## config.mk

```make
export PLATFORM = sky130hd
export DESIGN_NAME = motor_mode_guard_with_fault_log
export DESIGN_NICKNAME = d
export VERILOG_FILES = /design/src/rtl/mmg_pkg.sv /design/src/rtl/motor_mode_guard_with_fault_log.sv /design/src/rtl/mmg_log_cell.sv /design/src/rtl/mmg_mode_ctrl.sv
export SDC_FILE = /design/constraint.sdc
export NUM_CORES = 1
export LEC_CHECK = 0
export CORE_MARGIN = 4
export CORE_UTILIZATION = 60
export DETAILED_ROUTE_END_ITERATION = 8
export DONT_BUFFER_PORTS = 1
export MAX_ROUTING_LAYER = met4
export PLACE_DENSITY = 0.82
export SLEW_MARGIN = 20
export SYNTH_ARGS = -nofsm -noshare
export SYNTH_HDL_FRONTEND = slang
export SYNTH_SLANG_ARGS = --single-unit
```

## constraint.sdc

```tcl
create_clock -name clk -period 2.6 [get_ports clk]
set_clock_uncertainty 0.15 [all_clocks]
set_input_delay 0.52 -clock clk [delete_from_list [all_inputs] [get_ports clk]]
set_output_delay 0.52 -clock clk [all_outputs]
set_load 0.005 [all_outputs]
```

## src/rtl/mmg_pkg.sv

```systemverilog
// Package for the motor mode guard with fault log.
// Holds the log sizing constants, the operation codes and the shared structs.
// No dependencies.
package mmg_pkg;

  localparam int LOG_DEPTH = 4;
  localparam int FILL_W    = $clog2(LOG_DEPTH + 1);
  localparam int SAT_W     = (FILL_W > 3) ? FILL_W : 3;
  localparam int LOG_SHOWN = (LOG_DEPTH < 4) ? LOG_DEPTH : 4;

  localparam logic [1:0] OP_MODE  = 2'd0;
  localparam logic [1:0] OP_FAULT = 2'd1;
  localparam logic [1:0] OP_ACK   = 2'd2;

  typedef struct packed {
    logic [1:0] op;
    logic [2:0] target_mode;
    logic [7:0] fault_code;
  } mmg_in_t;

  typedef struct packed {
    logic        accepted;
    logic [2:0]  current_mode;
    logic [31:0] fault_log;
    logic [2:0]  fault_count;
  } mmg_out_t;

  // Passed from one log cell to the next.
  typedef struct packed {
    logic seek;
    logic placed;
  } mmg_link_t;

  // Status from the mode controller to the top level.
  typedef struct packed {
    logic accept;
    logic clear;
  } mmg_mode_stat_t;

endpackage

```

## src/rtl/motor_mode_guard_with_fault_log.sv

```systemverilog
// Top level of the motor mode guard with fault log.
// Depends on mmg_pkg, mmg_mode_ctrl and mmg_log_cell.
module motor_mode_guard_with_fault_log (
  input  logic             clk,
  input  logic             rst_n,
  input  logic             start,
  output logic             busy,
  input  mmg_pkg::mmg_in_t in_item,
  output logic             out_valid,
  output mmg_pkg::mmg_out_t out_item
);
  // Each transaction is accepted whenever start is high, since busy never rises,
  // and its result is strobed by out_valid in the following cycle. The fault
  // code ripples combinationally through a chain of log cells; each cell
  // compares against its own slot and the first empty cell still searching
  // stores the code. The receiver cannot stall, so results must be captured on
  // the cycle out_valid is high.
  import mmg_pkg::*;

  logic                go;
  mmg_mode_stat_t      stat;
  logic [2:0]          mode;
  mmg_link_t           links [LOG_DEPTH+1];
  logic [7:0]          slots [LOG_DEPTH];
  logic [FILL_W-1:0]   fill_r;
  logic [SAT_W-1:0]    fill_wide;
  logic                acc_r;
  logic                out_valid_r;
  logic [31:0]         log_packed;

  assign go   = start;
  assign busy = 1'b0;

  mmg_mode_ctrl u_mode (
    .clk   (clk),
    .rst_n (rst_n),
    .go    (go),
    .item  (in_item),
    .stat  (stat),
    .mode  (mode)
  );

  assign links[0].seek   = go && (in_item.op == OP_FAULT);
  assign links[0].placed = 1'b0;

  for (genvar i = 0; i < LOG_DEPTH; i++) begin : g_cell
    mmg_log_cell u_cell (
      .clk      (clk),
      .rst_n    (rst_n),
      .clear    (stat.clear),
      .code_in  (in_item.fault_code),
      .link_in  (links[i]),
      .link_out (links[i+1]),
      .slot     (slots[i])
    );
  end

  always_ff @(posedge clk) begin
    if (!rst_n) begin
      fill_r      <= '0;
      acc_r       <= 1'b0;
      out_valid_r <= 1'b0;
    end else begin
      out_valid_r <= go;
      acc_r       <= stat.accept || links[LOG_DEPTH].placed;
      if (stat.clear) begin
        fill_r <= '0;
      end else if (links[LOG_DEPTH].placed) begin
        fill_r <= fill_r + FILL_W'(1);
      end
    end
  end

  always_comb begin
    log_packed = 32'd0;
    for (int i = 0; i < LOG_SHOWN; i++) begin
      log_packed[8*i +: 8] = slots[i];
    end
  end

  assign fill_wide = SAT_W'(fill_r);

  always_comb begin
    out_item.accepted     = acc_r;
    out_item.current_mode = mode;
    out_item.fault_log    = log_packed;
    out_item.fault_count  = (fill_wide > SAT_W'(7)) ? 3'd7 : fill_wide[2:0];
  end

  assign out_valid = out_valid_r;

endmodule

```

## src/rtl/mmg_log_cell.sv

```systemverilog
// One slot of the fault log chain.
// Depends on mmg_pkg for the link struct.
module mmg_log_cell (
  input  logic              clk,
  input  logic              rst_n,
  input  logic              clear,
  input  logic [7:0]        code_in,
  input  mmg_pkg::mmg_link_t link_in,
  output mmg_pkg::mmg_link_t link_out,
  output logic [7:0]        slot
);
  import mmg_pkg::*;

  logic       valid_r;
  logic [7:0] slot_r;
  logic       place;
  logic       hit;

  // Filled cells are contiguous from the head, so the first empty cell that
  // still sees a seek has checked every stored code.
  assign place = link_in.seek && !valid_r;
  assign hit   = valid_r && (slot_r == code_in);

  always_comb begin
    link_out.placed = link_in.placed || place;
    link_out.seek   = link_in.seek && valid_r && !hit;
  end

  always_ff @(posedge clk) begin
    if (!rst_n || clear) begin
      valid_r <= 1'b0;
      slot_r  <= 8'd0;
    end else if (place) begin
      valid_r <= 1'b1;
      slot_r  <= code_in;
    end
  end

  assign slot = slot_r;

endmodule

```

## src/rtl/mmg_mode_ctrl.sv

```systemverilog
// Mode state machine of the motor mode guard.
// Depends on mmg_pkg for the operation codes and the status struct.
module mmg_mode_ctrl (
  input  logic                  clk,
  input  logic                  rst_n,
  input  logic                  go,
  input  mmg_pkg::mmg_in_t      item,
  output mmg_pkg::mmg_mode_stat_t stat,
  output logic [2:0]            mode
);
  import mmg_pkg::*;

  typedef enum logic [2:0] {
    M_IDLE   = 3'd0,
    M_HOME   = 3'd1,
    M_RUN    = 3'd2,
    M_STOP   = 3'd3,
    M_ENCCAL = 3'd4,
    M_FNOW   = 3'd5,
    M_FOVER  = 3'd6
  } mode_t;

  mode_t mode_r;
  mode_t mode_nxt;
  mode_t target;
  logic  edge_ok;

  assign target = mode_t'(item.target_mode);

  always_comb begin
    edge_ok = 1'b0;
    if (target == M_FNOW) begin
      edge_ok = 1'b1;
    end else begin
      case (mode_r)
        M_IDLE:   edge_ok = (target == M_HOME) || (target == M_RUN) || (target == M_ENCCAL);
        M_HOME:   edge_ok = (target == M_RUN) || (target == M_STOP);
        M_RUN:    edge_ok = (target == M_STOP);
        M_STOP,
        M_FOVER,
        M_ENCCAL: edge_ok = (target == M_IDLE);
        M_FNOW:   edge_ok = (target == M_FOVER);
        default:  edge_ok = 1'b0;
      endcase
    end
  end

  always_comb begin
    mode_nxt    = mode_r;
    stat.accept = 1'b0;
    stat.clear  = 1'b0;
    if (go) begin
      unique case (item.op)
        OP_MODE: begin
          if (edge_ok) begin
            mode_nxt    = target;
            stat.accept = 1'b1;
          end
        end
        OP_ACK: begin
          if (mode_r == M_FOVER) begin
            mode_nxt    = M_IDLE;
            stat.accept = 1'b1;
            stat.clear  = 1'b1;
          end
        end
        default: begin
        end
      endcase
    end
  end

  always_ff @(posedge clk) begin
    if (!rst_n) begin
      mode_r <= M_IDLE;
    end else begin
      mode_r <= mode_nxt;
    end
  end

  assign mode = mode_r;

endmodule
```

Word-level counts from Yosys, hierarchy flattened
Cells that the tools add are included.
{"block": "word_totals", "regBits": 44, "out_inout_bits": 41, "word_cells": 82}
{"block": "classes", "n_addsub": 1, "n_lt_le_gt_ge": 1, "n_eq_ne": 19, "mux": 11, "n_bitwise": 1, "n_reduce_logical": 37}
{"cell": "== test 8 bit", "n": 3}
{"cell": "== test 3 bit, second input constant", "n": 6}
{"cell": "logical AND 1 bit", "n": 14}
{"cell": "== test 3 x 2 -> 1 bit, second input constant", "n": 4}
{"cell": "two-way mux 3 bit", "n": 3}
{"cell": "zero test 1 bit", "n": 8}
{"cell": "logical OR 1 bit", "n": 8}
{"cell": "== test 3 x 1 -> 1 bit, second input constant", "n": 2}
{"cell": "zero test 3 bit", "n": 2}
{"cell": "one-hot mux 3 bit (2 select lines)", "n": 1}
{"cell": "one-hot mux 1 bit (5 select lines)", "n": 1}
{"cell": "two-way mux 2 bit", "n": 2}
{"cell": "inequality test 2 x 1 -> 1 bit, second input constant", "n": 2}
{"cell": "AND reduction 4 bit", "n": 1}
{"cell": "adder 3 x 1 -> 3 bit, second input constant", "n": 1}
{"cell": "> comparator 3 bit, second input constant", "n": 1}
{"cell": "two-way mux 1 bit", "n": 3}
{"cell": "OR reduction 3 bit", "n": 1}
{"cell": "== test 2 x 1 -> 1 bit, second input constant", "n": 1}
{"cell": "== test 2 bit, second input constant", "n": 1}
{"cell": "zero test 2 bit", "n": 1}
{"cell": "one-hot mux 1 bit (2 select lines)", "n": 1}
{"cell": "nonzero test 2 bit", "n": 1}
{"cell": "OR reduction 2 bit", "n": 1}
{"cell": "NOT 1 bit", "n": 1}

Depth between registers and ports, before layout
Gate-level depths: netlist (run 1).
{"block": "depth", "depth_word": 11, "mapped_depth": 8, "mapped_depth_nobuf": 6}

Hierarchy
Synthesis (run 1) repeated with hierarchy kept, for this count alone.
{"block": "unflattened", "hier_cells": 274, "hier_area_um2": 2316.0}
{"module": "mmg_log_cell", "instances": 4, "cells_per_inst": 54, "area_per_inst_um2": 454.2, "seq_area_each_um2": 180.2}
{"module": "mmg_mode_ctrl", "instances": 1, "cells_per_inst": 34, "area_per_inst_um2": 276.5, "seq_area_each_um2": 60.1}
{"module": "motor_mode_guard_with_fault_log", "instances": 1, "cells_per_inst": 24, "area_per_inst_um2": 222.7, "seq_area_each_um2": 100.1}

Worst setup path after synthesis (run 1)
No wires, ideal clock.
{"block": "synth_path", "kind": "input-to-reg", "from": "input in_item[1] (netlist name)", "to": "register fill_r[1]", "arrival_time_ps": 1831, "t_required_ps": 2318, "setup_slack_ps": 486, "path_stages": 7, "path_buffers": 2, "cell_sequence": "buf_4 > xor2_2 > nor4_2 > a211oi_2 > buf_2 > o31ai_1 > a21oi_1"}
{"block": "synth_via", "elab_chain_cells": 10, "elab_cells_between_ends": 20}
{"item": "start, declared", "line": "motor_mode_guard_with_fault_log.sv:8", "text": "input mmg_pkg::mmg_in_t in_item,"}
{"item": "== test 8 bit", "line": "mmg_log_cell.sv:22", "text": "assign hit = valid_r && (slot_r == code_in);"}
{"item": "logical AND 1 bit", "line": "mmg_log_cell.sv:22"}
{"item": "zero test 1 bit", "line": "mmg_log_cell.sv:26", "text": "link_out.seek = link_in.seek && valid_r && !hit;"}
{"item": "logical AND 1 bit (5 in a row)", "line": "mmg_log_cell.sv:26"}
{"item": "logical AND 1 bit", "line": "mmg_log_cell.sv:21", "text": "assign place = link_in.seek && !valid_r;"}
{"item": "logical OR 1 bit *", "line": "mmg_log_cell.sv:25", "text": "link_out.placed = link_in.placed || place;"}
{"item": "end signal, assigned", "line": "motor_mode_guard_with_fault_log.sv:69", "text": "fill_r <= fill_r + FILL_W'(1);"}
{"item": "end, declared", "line": "motor_mode_guard_with_fault_log.sv:25", "text": "logic [FILL_W-1:0] fill_r;"}
Every way passes the cells marked *; elsewhere a longest branch is shown, timed or not.
A chain may end at the register's enable or synchronous reset.

Final worst setup path (run 1)
{"block": "layout_path", "from": "register g_cell[0].u_cell.slot_r[0]", "to": "register g_cell[1].u_cell.slot_r[2]"}
{"block": "layout_via", "elab_chain_cells": 5}
{"item": "start, declared", "line": "mmg_log_cell.sv:15", "text": "logic [7:0] slot_r;"}
{"item": "start signal, assigned", "line": "mmg_log_cell.sv:35", "text": "slot_r <= code_in;"}
{"item": "== test 8 bit", "line": "mmg_log_cell.sv:22"}
{"item": "logical AND 1 bit", "line": "mmg_log_cell.sv:22"}
{"item": "zero test 1 bit", "line": "mmg_log_cell.sv:26"}
{"item": "logical AND 1 bit", "line": "mmg_log_cell.sv:26"}
{"item": "logical AND 1 bit", "line": "mmg_log_cell.sv:21"}
{"item": "end signal, assigned", "line": "mmg_log_cell.sv:35"}
{"item": "end, declared", "line": "mmg_log_cell.sv:15"}
Every way passes these cells.

==> summary.log, run 1 <==
qor: placement.dp_hpwl 2.97 mm
qor: global_route.gr-usage-all-layers 19.5%
qor: route.wl_per_cell 15.5 microns
qor: global_route.first_pass_grt_wire_length 6.60 mm
qor: timing.worst_hold_slack 196 ps
qor: clocking.cts_max_path_buffers 2
qor: setup_path.cp.required 2620 ps
qor: setup_path.crit_type register to register
qor: final_layout.antenna_cells 0
qor: clocking.worst_setup_hold_path_clk_slew 80 ps
qor: synthesis.synth-edff-count 0
qor: placement.count_of_port_buffers_added_during_placement 0
qor: synthesis.asyncSetResetFlopFracSynth 0%
qor: setup_path.critPathLaunchType register
qor: final_layout.nFillCells 294
qor: job.cap_viol_max_count 0
qor: route.ant_nets 0
qor: route.routed-via-count 1501
qor: synthesis.synthesis.nets 252
qor: synthesis.post_synth_instance_area 2200 sq um
qor: route.routed_wl 4.15 mm
qor: timing.worst-slew-pin-transition 925 ps
qor: global_route.grt_max_degree 40
qor: clocking.post_cts_hold_buffer_count 0
qor: power.powerDensity 601 nW/um^2
qor: clocking.tritoncts done
qor: clocking.cts_resized 0
qor: global_route.grt_remaining_overflow 0
qor: timing.final_period_util 87.2%
qor: synthesis.yosys.cell_types.count 42
qor: final_layout.layout-drive-gt1-share 9.91%
qor: timing.achievable-frequency 0.441 GHz
qor: route.drc_errors 0
qor: setup_path.worst_r2r_path_depth 6
qor: power.p_leak 0.740 nW
qor: synthesis.synth_sequential_area_ratio 40.0%
qor: placement.gp_routability_congestion 0.742
qor: setup_path.timing.critical_path.slowest_cell_delay 800 ps
qor: clocking.cts.repair_timing.setup_buffer_count 0
qor: route.drt-initial-drc-count 46
qor: floorplan.floorplan.die_area 4700 sq um
qor: final_layout.area.growth.synth_to_final 3.53%
qor: timing.fin_crit 2270 ps
qor: power.irDropWorstVdd 0.420 mV
qor: timing.report.final.hold_viol_count 0
qor: clocking.cts_htree_levels 2
qor: synthesis.ys.warnings.count 0
qor: timing.fin_setup_tns 0 ps
qor: setup_path.crit_path_max_fanout 11
qor: timing.finalSetupViolations 0
qor: clocking.numClockSinks 44
qor: synthesis.synth_area_per_cell 9.40 sq um
qor: route.viasPerCell 5.60
qor: synthesis.ys_dominant_reg_cell dfxtp_1
qor: worst_hold_path.min_delay_path_depth 1
qor: floorplan.design.portCount 57
qor: clocking.later_pin_clock_latency_in_the_skew_report 290 ps
qor: worst_hold_path.hp-class input pin to register
qor: setup_path.worst_ep_arrival_time 2290 ps
qor: timing.final-max-slew-violation-count 0
qor: clocking.cts-buffers-inserted 5
qor: floorplan.die_width 68.5 microns
qor: route.detailedRoute.firstPassIterationCount 4
qor: clocking.clock_tree.root_cell clkbuf_8
qor: timing.setup_repair_after_global_routing_missed_its_margin false
qor: floorplan.fp.coreArea 3440 sq um
qor: global_route.number_of_global_route_vias_before_repair 1407
qor: synthesis.synth_cells 234
qor: floorplan.die-height 68.5 microns
qor: setup_path.critPathSlowestCell a211oi_2
qor: global_route.initial_antenna_violation_count 0
qor: final_layout.num-nets-final 240
qor: timing.slew_headroom 38.2%
qor: setup_path.critPathCaptureType register
qor: synthesis.synth_seq_cells 44
qor: floorplan.rows 21
qor: setup_path.cp_cell_sequence xor2_1 -> nor4_2 -> a211oi_2 -> buf_4 -> mux2i_1 -> nor2_1
qor: floorplan.initial_utilization 63.9%
qor: status.outcome complete, no violations
==> per-layer routing <==
layer,GRT usage (%),part of all wire [%],up-vias
li1,-,-,760
met1,23.7,43,695
met2,30.2,47,41
met3,7.13,7.9,5
met4,5.96,1.2,0
met5,-,0,-
==> worst paths after layout <==
| kind | startpoint | end | slack (ps) |
|---|---|---|---|
| worst max register to register | g_cell[0].u_cell.slot[0] | g_cell[1].u_cell.slot[2] | 330 |
| worst max-delay path | g_cell[0].u_cell.slot[0] | g_cell[1].u_cell.slot[2] | 330 |
| worst min register to register | g_cell[1].u_cell.valid_r | g_cell[1].u_cell.valid_r | 330 |
| worst min-delay path | start | out_valid | 200 |
==> layout by cell type, fill, tap and decap left out, types with 2 or more instances in the layout <==
cell	netlist	final
xor2_1	7	7
nor4_2	3	3
nand3b_1	5	5
clkbuf_8	0	5
nand3_1	3	3
nand4_1	4	4
a21oi_1	12	12
xnor2_1	16	16
nor2b_1	2	2
nand2_1	18	18
o31ai_1	4	3
dfxtp_1	44	44
buf_4	7	3
o21ai_1	2	2
a21boi_0	3	3
nand4b_1	2	2
a211oi_2	2	2
mux2i_1	24	24
bufinv_16	0	2
nor2_1	34	34
nor3_2	1	2
ha_1	2	2
inv_1	2	2
nand2b_1	6	6
==> kinds of logic (layout without fill, tap and decap cells) <==
| logic type | count (synthesis) | in the layout | share of synthesized area (%) |
|---|---|---|---|
| AND/OR/NAND/NOR | 84 | 84 | 19.9 |
| flip-flops | 44 | 44 | 40.0 |
| AO/OA/AOI/OAI | 31 | 31 | 10.8 |
| XOR/XNOR | 24 | 24 | 9.90 |
| multiplexers | 24 | 24 | 10.9 |
| buffers and inverters | 24 | 12 | 7.17 |
| adder cells (fa/ha/maj) | 2 | 2 | 1.14 |
| other | 1 | 1 | 0.170 |
==> power breakdown <==
part	total (mW)	internal, mW	leakage, nW	switching [mW]
Clock	0.596	0.378	0.0642	0.218
Sequential	0.695	0.683	0.356	0.0121
Combinational	0.0773	0.0377	0.320	0.0396
Total	1.37	1.10	0.740	0.270
==> final cells by class <==
cell class	count	area, sq um	share of cell area, %
clock buffer	5	68.8	3.02
clock inverter	2	60.1	2.64
inverter	2	7.51	0.330
multi-input combinational	166	1180	51.8
sequential	44	881	38.7
tap	46	57.6	2.53
timing repair buffer	3	22.5	0.989
==> state kept, by name (all words and copies together) (netlist names) <==
name	flops
acc_r	1
fill_r	3
g_cell.u_cell.slot	32
g_cell.u_cell.valid_r	4
out_valid	1
u_mode.mode	3
==> worst max-delay path, delay by kind of cell, from the launching register on <==
kind            cells  cell delay [ps]
compound gates      1              800
xor+xnor            1              200
buf+inv             1              280
flops               1              400
mux                 1              190
simple gates        2              140
==> cell usage after synthesis, drive strengths merged, types with 4 or more instances <==
cell / number / area (sq um)
o31ai: 4 / 30.0
xnor2: 16 / 140
clkbuf: 6 / 22.5
mux2i: 24 / 240
nor2: 34 / 128
nand2b: 6 / 37.5
nand3b: 5 / 37.5
nand2: 18 / 67.6
dfxtp: 44 / 881
buf: 16 / 128
xor2: 8 / 77.6
a21oi: 12 / 60.1
nand4: 4 / 25.0
==> through the flow <==
stage | instances | cell area (sq um) | util [%] | power (mW) | worst slack (ps)
after CTS | 268 | 2280 | 66.2 | 1.38 | 303
after floorplan | 234 | 2200 | - | 0.802 | 486
final | 268 | 2280 | 66.2 | 1.37 | 332
after detailed placement | 261 | 2150 | 62.4 | 0.789 | 116
after global routing | 268 | 2280 | 66.2 | 1.41 | 156
after global placement | 261 | 2150 | 62.4 | 0.788 | 143
No activity file was read; power rests on OpenSTA's default activity.
==> run 2, diff against run 1 <==
CELL_PAD_IN_SITES_DETAIL_PLACEMENT = 2   (was unset)
CELL_PAD_IN_SITES_GLOBAL_PLACEMENT = 2   (was unset)
CORE_UTILIZATION = 37   (was 60)
PLACE_DENSITY = 0.83   (was 0.82)
==> run 2 against run 1 <==
Against the previous run: flip-flop and latch count unchanged; clock power fell by 6.2%; critical path depth did not move; worst hold slack worse by 9.3 ps; largest cell class unchanged.
==> summary.log, run 2 (synthesis results as in run 1) <==
qor: status.outcome complete, no violations [unchanged]
qor: timing.final-max-slew-violation-count 0 [unchanged]
qor: placement.dpl-instance-area 2190 sq um [was 2150 sq um]
qor: setup_path.critPathSlowestCell a211oi_2 [unchanged]
qor: clocking.cts_htree_levels 2 [unchanged]
qor: clocking.worst_setup_hold_path_clk_slew 90 ps [was 80 ps]
qor: final_layout.layout-drive-gt1-share 10.7% [was 9.91%]
qor: floorplan.initial_utilization 39.0% [was 63.9%]
qor: placement.gp_routability_congestion 0.689 [was 0.742]
qor: timing.final_period_util 93.2% [was 87.2%]
qor: setup_path.critPathLaunchType register [unchanged]
qor: power.p_int 1.04 mW [was 1.10 mW]
qor: global_route.first_pass_grt_wire_length 9.20 mm [was 6.60 mm]
qor: setup_path.crit_path_max_fanout 11 [unchanged]
qor: route.drt-initial-drc-count 37 [was 46]
qor: final_layout.num-nets-final 241 [was 240]
qor: power.p_sw 302 uW [was 270 uW]
qor: setup_path.cp.required 2620 ps [about the same]
qor: timing.fin_crit 2420 ps [was 2270 ps]
qor: final_layout.instances_no_fill 296 [was 268]
qor: route.wl_per_cell 18.8 microns [was 15.5 microns]
qor: floorplan.floorplan.die_area 7240 sq um [was 4700 sq um]
qor: final_layout.layout.core_utilization 40.9% [was 66.2%]
qor: clocking.post_cts_hold_buffer_count 0 [unchanged]
qor: global_route.number_of_global_route_vias_before_repair 1767 [was 1407]
qor: timing.worst-slew-pin-transition 997 ps [was 925 ps]
qor: floorplan.design.portCount 57 [unchanged]
qor: power.powerDensity 579 nW/um^2 [was 601 nW/um^2]
qor: timing.fin_setup_tns 0 ps [unchanged]
qor: clocking.cts-buffers-inserted 5 [unchanged]
qor: setup_path.critPathCaptureType register [unchanged]
qor: power.share_seq_of_total_power 52.1% [was 50.8%]
qor: power.p_sw_share 22.5% [was 19.7%]
qor: job.cap_viol_max_count 0 [unchanged]
qor: floorplan.rows 27 [was 21]
qor: clocking.cts.repair_timing.setup_buffer_count 0 [unchanged]
qor: worst_hold_path.hp-class input pin to register [unchanged]
qor: setup_path.timing.reg2reg.setup_slack 180 ps [was 330 ps]
qor: final_layout.finalInstanceArea 2310 sq um [was 2280 sq um]
qor: setup_path.cp_cell_sequence xor2_1 -> nor4_2 -> a211oi_2 -> buf_4 -> mux2i_1 -> nor2_1 [unchanged]
qor: global_route.grt_remaining_overflow 0 [unchanged]
qor: power.power.clock.fraction 41.8% [was 43.5%]
qor: power.p_leak 0.742 nW [was 0.740 nW]
qor: route.ant_nets 0 [unchanged]
qor: route.detailedRoute.firstPassIterationCount 4 [unchanged]
qor: clocking.numClockSinks 44 [unchanged]
qor: clocking.later_pin_clock_latency_in_the_skew_report 300 ps [was 290 ps]
qor: floorplan.die-height 85.1 microns [was 68.5 microns]
qor: setup_path.worst_ep_arrival_time 2450 ps [was 2290 ps]
qor: final_layout.final_common_cell dfxtp_1 [unchanged]
qor: placement.count_of_port_buffers_added_during_placement 0 [unchanged]
qor: floorplan.fp.coreArea 5640 sq um [was 3440 sq um]
qor: power.share_of_total_power_in_combinational_logic 6.2% [was 5.7%]
qor: final_layout.final_cell_mix 44 x dfxtp_1, 34 x nor2_1, 24 x mux2i_1, 18 x nand2_1, 16 x xnor2_1 [unchanged]
qor: clocking.cts_max_path_buffers 2 [unchanged]
qor: final_layout.antenna_cells 0 [unchanged]
qor: timing.finalSetupViolations 0 [unchanged]
qor: final_layout.flip_flop_count_of_the_largest_register_after_layout 32 [unchanged]
qor: final_layout.area.growth.synth_to_final 5.01% [was 3.53%]
qor: global_route.grt_max_degree 40 [unchanged]
qor: route.drc_errors 0 [unchanged]
qor: timing.slew_headroom 33.4% [was 38.2%]
qor: clocking.clock_tree.root_cell clkbuf_8 [unchanged]
qor: placement.dp_hpwl 4.01 mm [was 2.97 mm]
qor: setup_path.crit_type register to register [unchanged]
qor: timing.setup_repair_after_global_routing_missed_its_margin false [unchanged]
qor: route.routed-via-count 1590 [was 1501]
qor: placement.placed_cells 288 [was 261]
qor: global_route.gr-usage-all-layers 16.6% [was 19.5%]
qor: timing.achievable-frequency 0.412 GHz [was 0.441 GHz]
qor: setup_path.timing.critical_path.slowest_cell_delay 850 ps [was 800 ps]
qor: clocking.tritoncts done [unchanged]
qor: floorplan.die_width 85.1 microns [was 68.5 microns]
qor: power.irDropWorstVdd 0.285 mV [was 0.420 mV]
qor: global_route.initial_antenna_violation_count 0 [unchanged]
qor: timing.report.final.hold_viol_count 0 [unchanged]
qor: clocking.cts_resized 0 [unchanged]
qor: route.routed_wl 5.57 mm [was 4.15 mm]
qor: route.viasPerCell 5.37 [was 5.60]
## run 2: cell types whose count changed in the layout (fill, tap and decap cells not counted), sizes merged
| cell | previous run | this run |
|---|---|---|
| buf | 3 | 4 |
| bufinv | 2 | 1 |
| clkbuf | 5 | 6 |
| clkinv | 0 | 1 |
## run 2: final timing paths
| kind | startpoint | endpoint | cells after the start |
|---|---|---|---|
| max reg2reg | g_cell[0].u_cell.slot[2] | g_cell[1].u_cell.slot[3] | 6 |
| max | g_cell[0].u_cell.slot[2] | g_cell[1].u_cell.slot[3] | 6 |
| min | start | out_valid | 1 |
| min reg2reg | g_cell[1].u_cell.valid_r | g_cell[1].u_cell.valid_r | 2 |
## run 2: final cells by class
type                    instances  area (sq um)
well taps                      72          90.1
repair buffers                  4          30.0
clock buffers                   6          82.6
flip-flops and latches         44           881
multi-input cells             166          1180
inverters                       2          7.51
clock inverters                 2          38.8
fillers                       643          3330
## run 2: critical path: cells and delay by family, from the launching register on
family / cells / cell delay [ps]
xor gates and xnor gates: 1 / 210
muxes: 1 / 230
and+or+nand+nor: 2 / 150
buffers and inverters: 1 / 300
AOI/OAI and AO/OA: 1 / 850
DFF: 1 / 420
## run 2: per-stage QoR
step	hold WS [ps]	total power [mW]	setup slack, ps
5_1_grt	175	1.41	15.7
4_1_cts	180	1.36	164
2_1_floorplan	291	0.802	486
3_5_place_dp	318	0.796	2.67
6_report	187	1.34	176
3_3_place_gp	303	0.792	57.9
## run 2: layer usage
metal / part of all wire, % / track usage, % / up-vias
li1: - / - / 759
met1: 41 / 18.1 / 780
met2: 51 / 28.0 / 42
met3: 6.8 / 5.34 / 9
met4: 1.7 / 6.47 / 0
met5: 0 / - / -
## run 2: power by group through the flow
| stage | registers [mW] | logic, mW | clock network (mW) |
|---|---|---|---|
| 3_5_place_dp | 0.713 | 0.0831 | 0 |
| 2_1_floorplan | 0.708 | 0.0935 | 0 |
| 5_1_grt | 0.699 | 0.0924 | 0.614 |
| 4_1_cts | 0.697 | 0.0843 | 0.578 |
| 6_report | 0.696 | 0.0823 | 0.559 |
| 3_3_place_gp | 0.712 | 0.0797 | 0 |
==> run 3, diff against run 2 <==
PLACE_DENSITY = 0.87   (was 0.83)
==> run 3 against run 2 <==
Against the previous run: die area is the same; critical path depth is the same; sequential power is essentially flat; first-iteration DRC count grew 27%; register-to-register slack gained 80 ps; wire length grew 1.2%; sequential share of layout area grew 0.80 points; non-clock buffer count shrank 1; core utilization shrank 0.84 points; cell area shrank 2.1%; cell count shrank 0.68%; total power shrank 11%.
==> summary.log, run 3 (synthesis results as in run 1) <==
qor: clocking.numClockSinks 44 [unchanged]
qor: clocking.later_pin_clock_latency_in_the_skew_report 300 ps [about the same]
qor: setup_path.crit_type register to register [unchanged]
qor: global_route.initial_antenna_violation_count 0 [unchanged]
qor: clocking.post_cts_hold_buffer_count 0 [unchanged]
qor: timing.finalSetupViolations 0 [unchanged]
qor: floorplan.initial_utilization 39.0% [unchanged]
qor: setup_path.crit_path_max_fanout 10 [was 11]
qor: timing.fin_setup_tns 0 ps [unchanged]
qor: power.p_int 903 uW [was 1.04 mW]
qor: final_layout.flip_flop_count_of_the_largest_register_after_layout 32 [unchanged]
qor: final_layout.final_cell_mix 44 x dfxtp_1, 34 x nor2_1, 24 x mux2i_1, 18 x nand2_1, 16 x xnor2_1 [unchanged]
qor: setup_path.critical_path.top_delay_family compound AO/OA/AOI/OAI gates [unchanged]
qor: power.p_sw_share 24.5% [was 22.5%]
qor: final_layout.antenna_cells 0 [unchanged]
qor: timing.final_period_util 90.1% [was 93.2%]
qor: global_route.grt_use_met3 6.70% [was 5.34%]
qor: floorplan.design.portCount 57 [unchanged]
qor: floorplan.floorplan.die_area 7240 sq um [unchanged]
qor: global_route.groute.layer.met2.usage 29.2% [was 28.0%]
qor: job.cap_viol_max_count 0 [unchanged]
qor: final_layout.area.growth.synth_to_final 2.84% [was 5.01%]
qor: floorplan.die-height 85.1 microns [unchanged]
qor: route.wl_per_cell 19.2 microns [was 18.8 microns]
qor: route.routed_wl 5.64 mm [was 5.57 mm]
qor: placement.count_of_port_buffers_added_during_placement 0 [unchanged]
qor: global_route.grt_remaining_overflow 0 [unchanged]
qor: timing.achievable-frequency 0.427 GHz [was 0.412 GHz]
qor: global_route.number_of_global_route_vias_before_repair 1796 [was 1767]
qor: global_route.grt.busiest_layer met2 [unchanged]
qor: timing.timing.final.ws_setup 256 ps [was 176 ps]
qor: timing.setup_repair_after_global_routing_missed_its_margin false [unchanged]
qor: floorplan.rows 27 [unchanged]
qor: setup_path.critPathSlowestCell a211oi_2 [unchanged]
qor: clocking.cts_max_path_buffers 2 [unchanged]
qor: clocking.cts_resized 0 [unchanged]
qor: power.p_leak 0.716 nW [was 0.742 nW]
qor: timing.worst-slew-pin-transition 939 ps [was 997 ps]
qor: power.share_of_total_power_in_combinational_logic 6.8% [was 6.2%]
qor: setup_path.worst_ep_arrival_time 2370 ps [was 2450 ps]
qor: clocking.clock_tree.root_cell clkbuf_8 [unchanged]
qor: setup_path.cp_cell_sequence xor2_1 -> nor4_2 -> a211oi_2 -> buf_4 -> mux2i_1 -> nor2_1 [unchanged]
qor: route.drc_errors 0 [unchanged]
qor: route.viasPerCell 5.41 [was 5.37]
qor: final_layout.final_common_cell dfxtp_1 [unchanged]
qor: final_layout.num-nets-final 240 [was 241]
qor: power.p_sw 294 uW [was 302 uW]
qor: timing.slew_headroom 37.3% [was 33.4%]
qor: route.ant_nets 0 [unchanged]
qor: floorplan.fp.coreArea 5640 sq um [unchanged]
qor: placement.dpl_worst_slack 58.9 ps [was 2.67 ps]
qor: status.outcome complete, no violations [unchanged]
qor: route.drt-initial-drc-count 47 [was 37]
qor: timing.fin_crit 2340 ps [was 2420 ps]
qor: power.share_seq_of_total_power 58.2% [was 52.1%]
qor: power.irDropWorstVdd 0.253 mV [was 0.285 mV]
qor: route.routed-via-count 1590 [unchanged]
qor: placement.dp_hpwl 4.14 mm [was 4.01 mm]
qor: placement.gp_routability_congestion 0.736 [was 0.689]
qor: power.powerDensity 529 nW/um^2 [was 579 nW/um^2]
qor: power.power.clock.fraction 35.0% [was 41.8%]
qor: route.detailedRoute.firstPassIterationCount 4 [unchanged]
qor: clocking.worst_setup_hold_path_clk_slew 80 ps [was 90 ps]
qor: final_layout.nFillCells 620 [was 643]
qor: setup_path.cp.required 2630 ps [was 2620 ps]
qor: floorplan.die_width 85.1 microns [unchanged]
qor: global_route.gr-usage-all-layers 17.4% [was 16.6%]
qor: clocking.cts-buffers-inserted 5 [unchanged]
qor: setup_path.cp_num_buf_inv 1 [unchanged]
qor: setup_path.critPathLaunchType register [unchanged]
qor: clocking.cts_htree_levels 2 [unchanged]
qor: final_layout.layout-drive-gt1-share 9.91% [was 10.7%]
qor: global_route.grt_max_degree 40 [unchanged]
qor: setup_path.critPathCaptureType register [unchanged]
qor: clocking.cts.repair_timing.setup_buffer_count 0 [unchanged]
qor: worst_hold_path.hp-class input pin to register [unchanged]
qor: clocking.tritoncts done [unchanged]
qor: setup_path.timing.critical_path.slowest_cell_delay 810 ps [was 850 ps]
qor: global_route.globalRouteMet1Util 19.5% [was 18.1%]
qor: timing.final-max-slew-violation-count 0 [unchanged]
qor: power.total_power 1.20 mW [was 1.34 mW]
qor: global_route.first_pass_grt_wire_length 9.63 mm [was 9.20 mm]
qor: timing.report.final.hold_viol_count 0 [unchanged]
-- run 3: final timing paths --
| path | start | to | slack (ps) | depth (start not counted) |
|---|---|---|---|---|
| max reg2reg | g_cell[0].u_cell.slot[3] | g_cell[1].u_cell.slot[3] | 260 | 6 |
| min reg2reg | g_cell[3].u_cell.valid_r | g_cell[3].u_cell.valid_r | 330 | 2 |
| max | g_cell[0].u_cell.slot[3] | g_cell[1].u_cell.slot[3] | 260 | 6 |
| min | start | out_valid | 190 | 1 |
-- run 3: worst reg2reg max path, stage by stage (launching register included) --
cell and delay (ps):
dfxtp_1 420, xor2_1 210, nor4_2 100, a211oi_2 810, buf_4 300, mux2i_1 190
nor2_1 50
-- run 3: cell type report --
cell class	instances	area (sq um)	area share, %
tap	72	90.1	3.98
multi-input combinational	166	1180	52.2
clock inverter	2	12.5	0.553
inverter	2	7.51	0.332
timing repair buffer	3	22.5	0.996
clock buffer	5	68.8	3.04
sequential	44	881	38.9
-- run 3: per-stage QoR --
stage / util (%) / instances / hold slack (ps) / cell area, sq um
after global routing: 40.1 / 294 / 184 / 2260
after global placement: 38.7 / 287 / 301 / 2180
final: 40.1 / 294 / 192 / 2260
after detailed placement: 38.7 / 287 / 322 / 2180
after CTS: 40.1 / 294 / 192 / 2260
after floorplan: - / 234 / 291 / 2200
-- run 3: power by group through the flow --
| stage | Sequential (mW) | Combinational (mW) | Clock (mW) |
|---|---|---|---|
| floorplan | 0.708 | 0.0935 | 0 |
| global placement | 0.712 | 0.0789 | 0 |
| detailed placement | 0.713 | 0.0825 | 0 |
| CTS | 0.697 | 0.0839 | 0.430 |
| global route | 0.699 | 0.0919 | 0.476 |
| finish | 0.696 | 0.0818 | 0.419 |
-- run 3: per-layer routing --
| metal | wire length [microns] | vias to the layer above |
|---|---|---|
| met5 | 0 | - |
| li1 | - | 757 |
| met2 | 2960 | 45 |
| met3 | 423 | 5 |
| met1 | 2210 | 783 |
| met4 | 40 | 0 |
